==> config.mk <==
export PLATFORM = sky130hd
export DESIGN_NAME = motor_feedback_frame_decoder
export DESIGN_NICKNAME = d
export VERILOG_FILES = /design/src/rtl/core/mfd_pkg.sv /design/src/rtl/core/motor_feedback_frame_decoder.sv /design/src/rtl/core/mfd_front.sv /design/src/rtl/core/mfd_queue.sv /design/src/rtl/core/mfd_back.sv
export SDC_FILE = /design/constraint.sdc
export NUM_CORES = 2
export LEC_CHECK = 0
export ABC_AREA = 1
export BUFFER_PORTS_ARGS = -buffer_cell sky130_fd_sc_hd__buf_2
export CAP_MARGIN = 25
export CORE_MARGIN = 3
export CORE_UTILIZATION = 62
export CTS_BUF_LIST = sky130_fd_sc_hd__clkbuf_4 sky130_fd_sc_hd__clkbuf_8 sky130_fd_sc_hd__clkbuf_16
export DETAILED_ROUTE_END_ITERATION = 6
export PLACE_DENSITY = 0.81
export SYNTH_ARGS = -nofsm -noshare
export SYNTH_HDL_FRONTEND = slang
export SYNTH_SLANG_ARGS = --single-unit
==> constraint.sdc <==
create_clock -name clk -period 8.8 [get_ports clk]
set_input_delay 1.32 -clock clk [delete_from_list [all_inputs] [get_ports clk]]
set_output_delay 1.32 -clock clk [all_outputs]
set_load 0.01 [all_outputs]
==> src/rtl/core/mfd_pkg.sv <==
`timescale 1ns / 1ps
`default_nettype none
// ----------------------------------------------------------------------------
// Motor feedback frame decoder package
// Shared types and constants of the frame decoder: register indexes, reset
// identifiers, angle scaling constants and the queue entry format.
// ----------------------------------------------------------------------------
package mfd_pkg;

	localparam int MOTOR_COUNT     = 5;
	localparam int IDX_W           = 3;
	localparam int ID_W            = 11;
	localparam int GAIN_W          = 17;
	localparam int PAYLOAD_W       = 56;
	localparam int CFG_INDEX_W     = 3;
	localparam int CFG_DATA_W      = 17;
	localparam int S_TDATA_W       = 72;
	localparam int M_TDATA_W       = 152;
	localparam int QUEUE_DEPTH_DEF = 4;

	// register indexes
	localparam logic [CFG_INDEX_W-1:0] REG_WHEEL_FL_ID = 3'd0;
	localparam logic [CFG_INDEX_W-1:0] REG_WHEEL_FR_ID = 3'd1;
	localparam logic [CFG_INDEX_W-1:0] REG_WHEEL_BR_ID = 3'd2;
	localparam logic [CFG_INDEX_W-1:0] REG_WHEEL_BL_ID = 3'd3;
	localparam logic [CFG_INDEX_W-1:0] REG_YAW_ID      = 3'd4;
	localparam logic [CFG_INDEX_W-1:0] REG_GAIN        = 3'd5;

	localparam logic [IDX_W-1:0] YAW_INDEX = 3'd4;

	localparam logic [ID_W-1:0] ID_RESET [MOTOR_COUNT] =
		'{11'd513, 11'd514, 11'd515, 11'd516, 11'd517};
	localparam logic [GAIN_W-1:0] GAIN_RESET = 17'd3458;
	localparam logic [GAIN_W-1:0] GAIN_MAX   = 17'd65536;

	localparam logic signed [16:0] TURN_JUMP     = 17'sd5500;
	localparam logic signed [16:0] TURN_JUMP_NEG = -17'sd5500;
	localparam logic signed [15:0] TURNS_MAX     = 16'sh7FFF;
	localparam logic signed [15:0] TURNS_MIN     = 16'sh8000;

	localparam logic signed [22:0] Q10_PER_TURN      = 23'sd368640;
	localparam logic signed [22:0] Q10_HALF_TURN     = 23'sd184320;
	localparam logic signed [22:0] Q10_HALF_TURN_NEG = -23'sd184320;

	typedef struct packed {
		logic [IDX_W-1:0]     idx;
		logic [PAYLOAD_W-1:0] payload;
	} mfd_entry_t;

	typedef struct packed {
		logic       valid;
		mfd_entry_t entry;
	} mfd_push_t;

	typedef struct packed {
		logic       valid;
		mfd_entry_t entry;
	} mfd_head_t;

endpackage

`default_nettype wire

==> src/rtl/core/motor_feedback_frame_decoder.sv <==
`timescale 1ns / 1ps
`default_nettype none
// ----------------------------------------------------------------------------
// Motor feedback frame decoder
// Decodes motor feedback frames into angle, speed, current, temperature and,
// for the yaw motor, turn count with continuous and folded angles.
// ----------------------------------------------------------------------------
// Takes one frame per clock and gives at most one result per frame, in frame
// order. Frames that are not from the primary bus or whose identifier matches
// no configured motor are taken and dropped. A matched frame appears on the
// output after passing through the queue and the first back stage, after
// which the output register holds it. The first back stage updates the yaw
// turn counter as each frame is popped and so keeps the rate of one frame per
// cycle while the output is not stalled. The queue of QUEUE_DEPTH entries
// absorbs output stalls; once it is full the input stalls. Write the
// identifier and gain registers only while no frame is in flight.
// ----------------------------------------------------------------------------
module motor_feedback_frame_decoder #(
	parameter int QUEUE_DEPTH = mfd_pkg::QUEUE_DEPTH_DEF
) (
	input  wire logic                             clk,
	input  wire logic                             arst_n,
	input  wire logic                             cfg_we,
	input  wire logic [mfd_pkg::CFG_INDEX_W-1:0]  cfg_index,
	input  wire logic [mfd_pkg::CFG_DATA_W-1:0]   cfg_wdata,
	input  wire logic                             s_tvalid,
	output logic                                  s_tready,
	// frame_id [10:0], payload [66:11], zero [71:67]
	input  wire logic [mfd_pkg::S_TDATA_W-1:0]    s_tdata,
	// bus_is_primary [0]
	input  wire logic [0:0]                       s_tuser,
	output logic                                  m_tvalid,
	input  wire logic                             m_tready,
	// raw_angle [15:0], speed_q16 [47:16], motor_current [63:48],
	// temperature [71:64], turn_count [87:72], continuous_angle_q10 [122:88],
	// wrapped_angle_q10 [144:123], zero [151:145]
	output logic [mfd_pkg::M_TDATA_W-1:0]         m_tdata,
	// motor_index [2:0]
	output logic [mfd_pkg::IDX_W-1:0]             m_tuser
);

	mfd_pkg::mfd_push_t          push;
	mfd_pkg::mfd_head_t          head;
	logic                        q_full;
	logic                        pop;
	logic [mfd_pkg::GAIN_W-1:0]  gain;

	mfd_front u_front (
		.clk       (clk),
		.arst_n    (arst_n),
		.cfg_we    (cfg_we),
		.cfg_index (cfg_index),
		.cfg_wdata (cfg_wdata),
		.s_tvalid  (s_tvalid),
		.s_tready  (s_tready),
		.s_tdata   (s_tdata),
		.s_tuser   (s_tuser),
		.q_full    (q_full),
		.push      (push),
		.gain      (gain)
	);

	mfd_queue #(
		.DEPTH (QUEUE_DEPTH)
	) u_queue (
		.clk    (clk),
		.arst_n (arst_n),
		.push   (push),
		.full   (q_full),
		.head   (head),
		.pop    (pop)
	);

	mfd_back u_back (
		.clk      (clk),
		.arst_n   (arst_n),
		.head     (head),
		.pop      (pop),
		.gain     (gain),
		.m_tvalid (m_tvalid),
		.m_tready (m_tready),
		.m_tdata  (m_tdata),
		.m_tuser  (m_tuser)
	);

endmodule

`default_nettype wire

==> src/rtl/core/mfd_front.sv <==
`timescale 1ns / 1ps
`default_nettype none
// ----------------------------------------------------------------------------
// Frame decoder front end
// Holds the identifier and gain registers, accepts frames and pushes the
// ones that belong to a configured motor into the queue with their index.
// ----------------------------------------------------------------------------
module mfd_front (
	input  wire logic                             clk,
	input  wire logic                             arst_n,
	input  wire logic                             cfg_we,
	input  wire logic [mfd_pkg::CFG_INDEX_W-1:0]  cfg_index,
	input  wire logic [mfd_pkg::CFG_DATA_W-1:0]   cfg_wdata,
	input  wire logic                             s_tvalid,
	output logic                                  s_tready,
	input  wire logic [mfd_pkg::S_TDATA_W-1:0]    s_tdata,
	input  wire logic [0:0]                       s_tuser,
	input  wire logic                             q_full,
	output mfd_pkg::mfd_push_t                    push,
	output logic [mfd_pkg::GAIN_W-1:0]            gain
);

	logic [mfd_pkg::ID_W-1:0]   ids_q [mfd_pkg::MOTOR_COUNT];
	logic [mfd_pkg::GAIN_W-1:0] gain_q;
	logic [mfd_pkg::ID_W-1:0]   frame_id;
	logic                       hit;
	logic [mfd_pkg::IDX_W-1:0]  idx;

	always_ff @(posedge clk or negedge arst_n) begin
		if (!arst_n) begin
			for (int i = 0; i < mfd_pkg::MOTOR_COUNT; i++) begin
				ids_q[i] <= mfd_pkg::ID_RESET[i];
			end
			gain_q <= mfd_pkg::GAIN_RESET;
		end else if (cfg_we) begin
			if (cfg_index <= mfd_pkg::REG_YAW_ID) begin
				ids_q[cfg_index] <= cfg_wdata[mfd_pkg::ID_W-1:0];
			end else if (cfg_index == mfd_pkg::REG_GAIN) begin
				gain_q <= cfg_wdata[mfd_pkg::GAIN_W-1:0];
			end
		end
	end

	assign gain = (gain_q > mfd_pkg::GAIN_MAX) ? mfd_pkg::GAIN_MAX : gain_q;

	assign frame_id = s_tdata[mfd_pkg::ID_W-1:0];

	// scan downward so the lowest matching index wins
	always_comb begin
		hit = 1'b0;
		idx = '0;
		for (int i = mfd_pkg::MOTOR_COUNT - 1; i >= 0; i--) begin
			if (ids_q[i] == frame_id) begin
				hit = 1'b1;
				idx = mfd_pkg::IDX_W'(i);
			end
		end
	end

	assign s_tready = !q_full;

	always_comb begin
		push.valid         = s_tvalid && s_tready && s_tuser[0] && hit;
		push.entry.idx     = idx;
		push.entry.payload = s_tdata[mfd_pkg::ID_W +: mfd_pkg::PAYLOAD_W];
	end

endmodule

`default_nettype wire

==> src/rtl/core/mfd_queue.sv <==
`timescale 1ns / 1ps
`default_nettype none
// ----------------------------------------------------------------------------
// Frame decoder queue
// Short first-in first-out buffer of matched frames between front and back.
// ----------------------------------------------------------------------------
module mfd_queue #(
	parameter int DEPTH = mfd_pkg::QUEUE_DEPTH_DEF
) (
	input  wire logic               clk,
	input  wire logic               arst_n,
	input  wire mfd_pkg::mfd_push_t push,
	output logic                    full,
	output mfd_pkg::mfd_head_t      head,
	input  wire logic               pop
);

	localparam int PTR_W = $clog2(DEPTH);
	localparam int CNT_W = $clog2(DEPTH + 1);

	mfd_pkg::mfd_entry_t mem_q [DEPTH];
	logic [PTR_W-1:0]    wr_ptr_q;
	logic [PTR_W-1:0]    rd_ptr_q;
	logic [CNT_W-1:0]    count_q;
	logic                do_push;
	logic                do_pop;

	assign full    = (count_q == CNT_W'(DEPTH));
	assign do_push = push.valid && !full;
	assign do_pop  = pop && (count_q != '0);

	always_ff @(posedge clk) begin
		if (do_push) begin
			mem_q[wr_ptr_q] <= push.entry;
		end
	end

	always_ff @(posedge clk or negedge arst_n) begin
		if (!arst_n) begin
			wr_ptr_q <= '0;
			rd_ptr_q <= '0;
			count_q  <= '0;
		end else begin
			if (do_push) begin
				wr_ptr_q <= (wr_ptr_q == PTR_W'(DEPTH - 1)) ? '0 : wr_ptr_q + 1'b1;
			end
			if (do_pop) begin
				rd_ptr_q <= (rd_ptr_q == PTR_W'(DEPTH - 1)) ? '0 : rd_ptr_q + 1'b1;
			end
			if (do_push && !do_pop) begin
				count_q <= count_q + 1'b1;
			end else if (do_pop && !do_push) begin
				count_q <= count_q - 1'b1;
			end
		end
	end

	always_comb begin
		head.valid = (count_q != '0);
		head.entry = mem_q[rd_ptr_q];
	end

endmodule

`default_nettype wire

==> src/rtl/core/mfd_back.sv <==
`timescale 1ns / 1ps
`default_nettype none
// ----------------------------------------------------------------------------
// Frame decoder back end
// Two-stage pipeline: stage one splits the payload, scales the speed and
// tracks yaw turns; stage two forms the continuous and folded angles and
// holds the result for the output stream.
// ----------------------------------------------------------------------------
module mfd_back (
	input  wire logic                           clk,
	input  wire logic                           arst_n,
	input  wire mfd_pkg::mfd_head_t             head,
	output logic                                pop,
	input  wire logic [mfd_pkg::GAIN_W-1:0]     gain,
	output logic                                m_tvalid,
	input  wire logic                           m_tready,
	output logic [mfd_pkg::M_TDATA_W-1:0]       m_tdata,
	output logic [mfd_pkg::IDX_W-1:0]           m_tuser
);

	// yaw tracking state
	logic signed [15:0] yaw_prev_q;
	logic signed [15:0] yaw_turns_q;

	// stage one
	logic                       valid_s1;
	logic [mfd_pkg::IDX_W-1:0]  idx_s1;
	logic signed [15:0]         angle_s1;
	logic [31:0]                speed_s1;
	logic [15:0]                current_s1;
	logic [7:0]                 temp_s1;
	logic signed [15:0]         turns_s1;
	logic signed [21:0]         ang45_s1;

	// stage two (output register)
	logic                       valid_s2;
	logic [mfd_pkg::IDX_W-1:0]  idx_s2;
	logic [15:0]                angle_s2;
	logic [31:0]                speed_s2;
	logic [15:0]                current_s2;
	logic [7:0]                 temp_s2;
	logic [15:0]                turns_s2;
	logic [34:0]                cont_s2;
	logic [21:0]                wrapped_s2;

	logic               s2_ready;
	logic               s1_ready;
	logic               is_yaw;
	logic signed [15:0] angle;
	logic signed [15:0] speed_raw;
	logic signed [16:0] diff;
	logic signed [15:0] turns_next;
	logic signed [17:0] gain_s;
	logic signed [33:0] prod;
	logic signed [21:0] angle_ext;
	logic signed [21:0] ang45;
	logic               yaw_s1;
	logic signed [21:0] turns_ext;
	logic signed [21:0] turns45;
	logic signed [34:0] cont;
	logic signed [22:0] w_ext;
	logic signed [22:0] w_fold;

	assign s2_ready = !valid_s2 || m_tready;
	assign s1_ready = !valid_s1 || s2_ready;
	assign pop      = head.valid && s1_ready;

	assign is_yaw    = (head.entry.idx == mfd_pkg::YAW_INDEX);
	assign angle     = $signed(head.entry.payload[55:40]);
	assign speed_raw = $signed(head.entry.payload[39:24]);
	assign diff      = $signed({angle[15], angle}) - $signed({yaw_prev_q[15], yaw_prev_q});

	// a large backward jump means the angle wrapped forward, and the reverse
	always_comb begin
		turns_next = yaw_turns_q;
		if (diff < mfd_pkg::TURN_JUMP_NEG) begin
			if (yaw_turns_q != mfd_pkg::TURNS_MAX) begin
				turns_next = yaw_turns_q + 16'sd1;
			end
		end else if (diff > mfd_pkg::TURN_JUMP) begin
			if (yaw_turns_q != mfd_pkg::TURNS_MIN) begin
				turns_next = yaw_turns_q - 16'sd1;
			end
		end
	end

	assign gain_s    = $signed({1'b0, gain});
	assign prod      = speed_raw * gain_s;
	assign angle_ext = $signed({{6{angle[15]}}, angle});
	// times 45 = 32 + 8 + 4 + 1
	assign ang45     = (angle_ext <<< 5) + (angle_ext <<< 3) + (angle_ext <<< 2) + angle_ext;

	always_ff @(posedge clk or negedge arst_n) begin
		if (!arst_n) begin
			yaw_prev_q  <= '0;
			yaw_turns_q <= '0;
		end else if (pop && is_yaw) begin
			yaw_prev_q  <= angle;
			yaw_turns_q <= turns_next;
		end
	end

	always_ff @(posedge clk or negedge arst_n) begin
		if (!arst_n) begin
			valid_s1 <= 1'b0;
		end else if (s1_ready) begin
			valid_s1 <= head.valid;
		end
	end

	always_ff @(posedge clk) begin
		if (pop) begin
			idx_s1     <= head.entry.idx;
			angle_s1   <= angle;
			speed_s1   <= is_yaw ? {speed_raw, 16'h0000} : prod[31:0];
			current_s1 <= head.entry.payload[23:8];
			temp_s1    <= head.entry.payload[7:0];
			turns_s1   <= is_yaw ? turns_next : 16'sd0;
			ang45_s1   <= ang45;
		end
	end

	assign yaw_s1    = (idx_s1 == mfd_pkg::YAW_INDEX);
	assign turns_ext = $signed({{6{turns_s1[15]}}, turns_s1});
	assign turns45   = (turns_ext <<< 5) + (turns_ext <<< 3) + (turns_ext <<< 2) + turns_ext;
	// one turn is 45 * 8192 in Q10 degrees
	assign cont      = $signed({turns45, 13'd0}) + $signed({{13{ang45_s1[21]}}, ang45_s1});
	assign w_ext     = $signed({ang45_s1[21], ang45_s1});

	always_comb begin
		w_fold = w_ext;
		if (yaw_s1) begin
			if (w_ext < mfd_pkg::Q10_HALF_TURN_NEG) begin
				w_fold = w_ext + mfd_pkg::Q10_PER_TURN;
			end else if (w_ext > mfd_pkg::Q10_HALF_TURN) begin
				w_fold = w_ext - mfd_pkg::Q10_PER_TURN;
			end
		end
	end

	always_ff @(posedge clk or negedge arst_n) begin
		if (!arst_n) begin
			valid_s2 <= 1'b0;
		end else if (s2_ready) begin
			valid_s2 <= valid_s1;
		end
	end

	always_ff @(posedge clk) begin
		if (s2_ready && valid_s1) begin
			idx_s2     <= idx_s1;
			angle_s2   <= angle_s1;
			speed_s2   <= speed_s1;
			current_s2 <= current_s1;
			temp_s2    <= temp_s1;
			turns_s2   <= turns_s1;
			cont_s2    <= yaw_s1 ? cont : 35'd0;
			wrapped_s2 <= w_fold[21:0];
		end
	end

	assign m_tvalid = valid_s2;
	assign m_tuser  = idx_s2;
	assign m_tdata  = {7'd0, wrapped_s2, cont_s2, turns_s2, temp_s2, current_s2,
		speed_s2, angle_s2};

endmodule

`default_nettype wire

# --- Word-level counts from Yosys, hierarchy flattened ---
# Memory sizes are Yosys's and may differ from the RTL's.
# Cells that the tools add are included.
classes:
  add_sub_neg: 16
  n_mul: 1
  div: 0
  magnitude_cmp: 8
  n_eq_ne: 13
  shifts: 0
  muxes: 28
  bitwise_logic: 2
  reduce_logical: 22
ops:
  columns: ["op", "n"]
  rows:
  - ["22-bit 2-to-1 mux", 3]
  - ["16-bit 2-to-1 mux", 4]
  - ["55-bit bitwise mux", 1]
  - ["11-bit == test", 5]
  - ["21-bit by 19-bit adder with 22-bit output", 2]
  - ["22-bit by 16-bit adder with 22-bit output", 2]
  - ["22-bit by 18-bit adder with 22-bit output", 2]
  - ["35-bit by 22-bit adder with 35-bit output", 1]
  - ["11-bit demux with 3-bit select", 1]
  - ["16-bit by 18-bit multiplier with 32-bit output", 1]
  - ["32-bit 2-to-1 mux", 1]
  - ["16-bit inequality test, second input constant", 2]
  - ["22-bit by 20-bit adder with 22-bit output, second input constant", 1]
  - ["22-bit by 19-bit greater-than comparator with 1-bit output, second input constant", 1]
  - ["22-bit by 19-bit less-than comparator with 1-bit output, second input constant", 1]
  - ["22-bit by 20-bit subtractor with 22-bit output, second input constant", 1]
  - ["3-bit 2-to-1 mux", 7]
  - ["17-bit by 14-bit greater-than comparator with 1-bit output, second input constant", 1]
  - ["17-bit greater-than comparator, second input constant", 1]
  - ["17-bit by 14-bit less-than comparator with 1-bit output, second input constant", 1]
  - ["17-bit 2-to-1 mux", 1]
  - ["16-bit by 16-bit subtractor with 17-bit output", 1]
  - ["16-bit by 2-bit adder with 16-bit output, second input constant", 1]
  - ["16-bit by 2-bit subtractor with 16-bit output, second input constant", 1]
  - ["other kinds (20)", 47]
totals:
  register_bits: 374
  latchBits: 0
  ramBits: 236
  rom_bits: 0
  input_bits: 98
  output_inout_bits: 157
  n_memories: 1
memory_table:
  columns: ["memory", "words", "width", "read_ports", "rd_ports_with_merged_regs", "write_ports", "line_no", "text"]
  rows:
  - ["u_queue.mem_q", 4, 59, 1, 0, 1, "mfd_queue.sv:21", "mfd_pkg::mfd_entry_t mem_q [DEPTH];"]

# --- Logic depth before layout (Yosys ltp) ---
logic_depth:
  depth_word: 12
  depth_mapped: 36

# --- Hierarchy ---
# A second synthesis with hierarchy kept.
hier_totals:
  hier_cells: 4136
  area_unflattened_um2: 39623.0
modules_own_cells:
  columns: ["mod", "n_inst", "cells_per_inst", "area_per_inst_um2", "seq_area_each_um2"]
  rows:
  - ["mfd_back", 1, 2861, 25609.6, 8568.2]
  - ["mfd_queue", 1, 748, 9749.4, 7262.0]
  - ["mfd_front", 1, 527, 4264.1, 1823.0]

# --- Least setup slack after synthesis ---
# OpenSTA, ideal clock, no wires.
synth_timing:
  path_kind: "input to register"
  start: "input port m_tready"
  end: "register u_back.angle_s2[10], enable pin"
  t_arrival_ns: 8.377
  path_slack_ns: -0.276
  path_stages: 2
  path_buffers: 0
  path_cell_list: "inv_1 > a21oi_1"
synth_between:
  elab_chain_len: 2
synth_rtl:
  columns: ["item", "line_no", "text"]
  rows:
  - ["from (decl)", "motor_feedback_frame_decoder.sv:33", "input wire logic m_tready,"]
  - ["1-bit logical OR", "mfd_back.sv:64", "assign s2_ready = !valid_s2 || m_tready;"]
  - ["1-bit logical AND", "mfd_back.sv:150", "if (s2_ready && valid_s1) begin"]
  - ["to (signal assigned)", "mfd_back.sv:152", "angle_s2 <= angle_s1;"]
  - ["to (decl)", "mfd_back.sv:38", "logic [15:0] angle_s2;"]
# No other way between the ends.
# A chain may end at the register's enable or synchronous reset.

# --- Worst setup path in the final report ---
layout_timing:
  start: "register u_front.gain_q[1] (netlist name)"
  end: "register u_back.speed_s1[26] (data pin)"
layout_between:
  elab_chain_len: 4
layout_rtl:
  columns: ["item", "line_no", "text"]
  rows:
  - ["from (decl)", "mfd_front.sv:24", "logic [mfd_pkg::GAIN_W-1:0] gain_q;"]
  - ["from (signal assigned)", "mfd_front.sv:34", "gain_q <= mfd_pkg::GAIN_RESET;"]
  - ["from (signal assigned)", "mfd_front.sv:39", "gain_q <= cfg_wdata[mfd_pkg::GAIN_W-1:0];"]
  - ["17-bit greater-than comparator", "mfd_front.sv:44", "assign gain = (gain_q > mfd_pkg::GAIN_MAX) ? mfd_pkg::GAIN_MAX : gain_q;"]
  - ["17-bit 2-to-1 mux *", "mfd_front.sv:44", null]
  - ["16-bit by 18-bit multiplier with 32-bit output *", "mfd_back.sv:88", "assign prod = speed_raw * gain_s;"]
  - ["32-bit 2-to-1 mux *", "mfd_back.sv:115", "speed_s1 <= is_yaw ? {speed_raw, 16'h0000} : prod[31:0];"]
  - ["to (signal assigned)", "mfd_back.sv:115", null]
  - ["to (decl)", "mfd_back.sv:29", "logic [31:0] speed_s1;"]
# Every way passes the cells marked *; elsewhere a longest branch is shown, timed or not.

==> metrics <==
CP delay by family, top=adder cells; die width=254 microns; fin crit share=88.1%; GPL Wtd Cong=0.976; CP startpoint=u_front.gain_q[1]; Setup CP Type=reg -> reg; Clock Pin Slew Worst Setup and Hold Paths=0.07 ns; Crit path top cell by count=fa_1; Post-Syn Instances=3814; CP bufs+invs=6; Distinct cells, synth=61; Multi-input gate area=17800 sq um; post-CTS setup buffer count=0; Worst Tran Pin Value=1.22 ns; Syn-to-layout area delta=11.4%; router iterations before antenna repair=6; largest area contributor in the netlist=edfxtp_1; most common flop cell mapped by yosys=edfxtp_1; Seq/Total Area, Yosys=46.5%; Post-synth EDFFs=493; Congestion Overflow GR=0; Max stage delay cell, worst path=fa_1; max-slew violation count=0; DR DRC count=0; Via density=5.73; worst skew pair latency=0.67 ns; flops & latches, synth=606; commonest cells after routing, fill and taps aside=nand2_1 (754), inv_1 (525), edfxtp_1 (493), nor2_1 (370), fa_1 (265); unrepaired setup endpoints after global routing=false; fin util=70.0%; WL/cell=18.8 microns; post-CTS resize count=0; initial antenna violation count=15; ranking of synthesized cells by area=edfxtp_1 (39%), fa_1 (14%), nand2_1 (7.5%), ha_1 (6.8%), dfrtp_1 (6.3%); Tmin final=7.76 ns; core area=60500 sq um; Initial Util=62.8%; Filler cells=4421; Finish-stage setup viols=0; average size of a mapped cell=9.96 sq um; commonest non-fill, non-tap cell in the layout=nand2_1; DRT iter0 DRCs=2330; first-pass GRT wire length=146000 microns; critical path launch point type=flip-flop; Tightest Hold Check Type=reg -> reg; Async S/R FF share, synth=18.6%; hold_sp=u_back.current_s1[15]; Routed Antenna Nets=0; PortBufs=242; die footprint=64300 sq um; Critical Path RT=9.14 ns; overall routing resource usage=28.9%; Post-Syn Area=38000 sq um; post-DP HPWL=64500 microns; TritonCTS clock tree=yes; vias in the first global route=27953; Max Cap Violations=0; drt total wl=92000 microns; Crit Path Max Fanout=9; final hold vios=0; root buffer cell=clkbuf_16; Peak Freq=129 MHz; CP Capture Type=flip-flop; crit path DAT=8.10 ns; sequential cell area=17700 sq um; Ys Warns=0; setup_tns=0 ns; CTS Buf Count=59; Worst Skew=0.0554 ns; Nets=4622; chip height=254 microns; largest net degree at the start of global routing=147; relative slew slack=18.6%; H-tree depth=2; Synth top area share=39.0%; CP peak stage delay=0.57 ns; share of cells above drive strength 1=11.5%; outcome=finished clean; reg2reg start=u_front.gain_q[1]; Vias=28034; CTS Buffer Depth=3; CTS Hold Bufs=0; I/O pins=255; clk sinks=606; FP Rows=90
-- flip-flops by register name, indices dropped and copies added (netlist names), 8 cells and up --
signal              cells
u_back.wrapped_s2      22
u_back.temp_s1          8
u_back.turns_s1        16
u_back.turns_s2        16
u_queue.mem_q         236
u_back.angle_s2        14
u_back.current_s1      16
u_back.yaw_turns_q     16
u_back.temp_s2          8
u_front.ids_q          55
u_back.speed_s2        32
u_back.current_s2      16
u_front.gain_q         17
u_back.cont_s2         35
u_back.speed_s1        32
u_back.angle_s1        14
u_back.ang45_s1        22
u_back.yaw_prev_q      16
-- layout make-up --
type                            count  area share (%)
Multi-Input combinational cell   2546            42.0
Sequential cell                   606            41.7
Inverter                          548            4.87
Timing Repair Buffer              291            3.80
Clock buffer                       68            3.79
Tap cell                          782            2.31
Clock inverter                     44            1.43
Antenna cell                        7          0.0414
-- per-layer routing --
metal,global-route usage (%),vias to the layer above,wire length [microns]
met5,0,-,141
met4,11.3,18,3580
met3,5.07,274,7490
met2,49.8,1146,45400
met1,36.8,13535,35400
li1,-,13061,-
-- metrics by stage --
step	instances	hold slack (ns)	setup slack, ns	area, sq um
after global routing	4890	0.421	0.648	42300
final	4892	0.414	1.04	42300
after detailed placement	4769	0.405	1.18	40100
after floorplan	3820	0.400	1.99	38000
after global placement	4768	0.401	1.32	40000
after CTS	4881	0.416	1.12	42300
-- cells in the mapped netlist (all sizes together) (21+ instances only) --
master / instances
a21oi: 169
buf: 38
clkbuf: 82
dfrtp: 96
edfxtp: 493
fa: 265
ha: 207
inv: 532
nand2: 761
nand3: 139
nand4: 32
nor2: 378
nor3: 33
nor4: 21
o21ai: 275
o22ai: 41
xor2: 97
-- final timing paths --
path,endpoint,slack [ns],cells past startpoint
hold reg to reg,u_back.current_s2[15],0.41,0
setup reg to reg,u_back.speed_s1[26],1.04,27
max in group asynchronous,u_queue.rd_ptr_q[0],6.74,2
setup / recovery,u_back.speed_s1[26],1.04,27
hold / removal,u_back.current_s2[15],0.41,0
min in group asynchronous,u_front.ids_q[37],0.77,1
-- cells by family (layout without fill, tap and decap cells) --
group,count (synthesis),in the layout,share of synthesized area [%]
AOI/OAI and AO/OA,550,550,7.87
muxes,3,3,0.0889
other,1,14,0.00987
xor gates and xnor gates,116,116,2.68
adders and majority gates,472,472,20.8
buffers and inverters,668,951,6.86
and+or+nand+nor,1398,1398,15.2
DFF,606,606,46.5
Power is not shown: default switching activity piles up to over one toggle a cycle in this logic, so the estimate is an artifact.
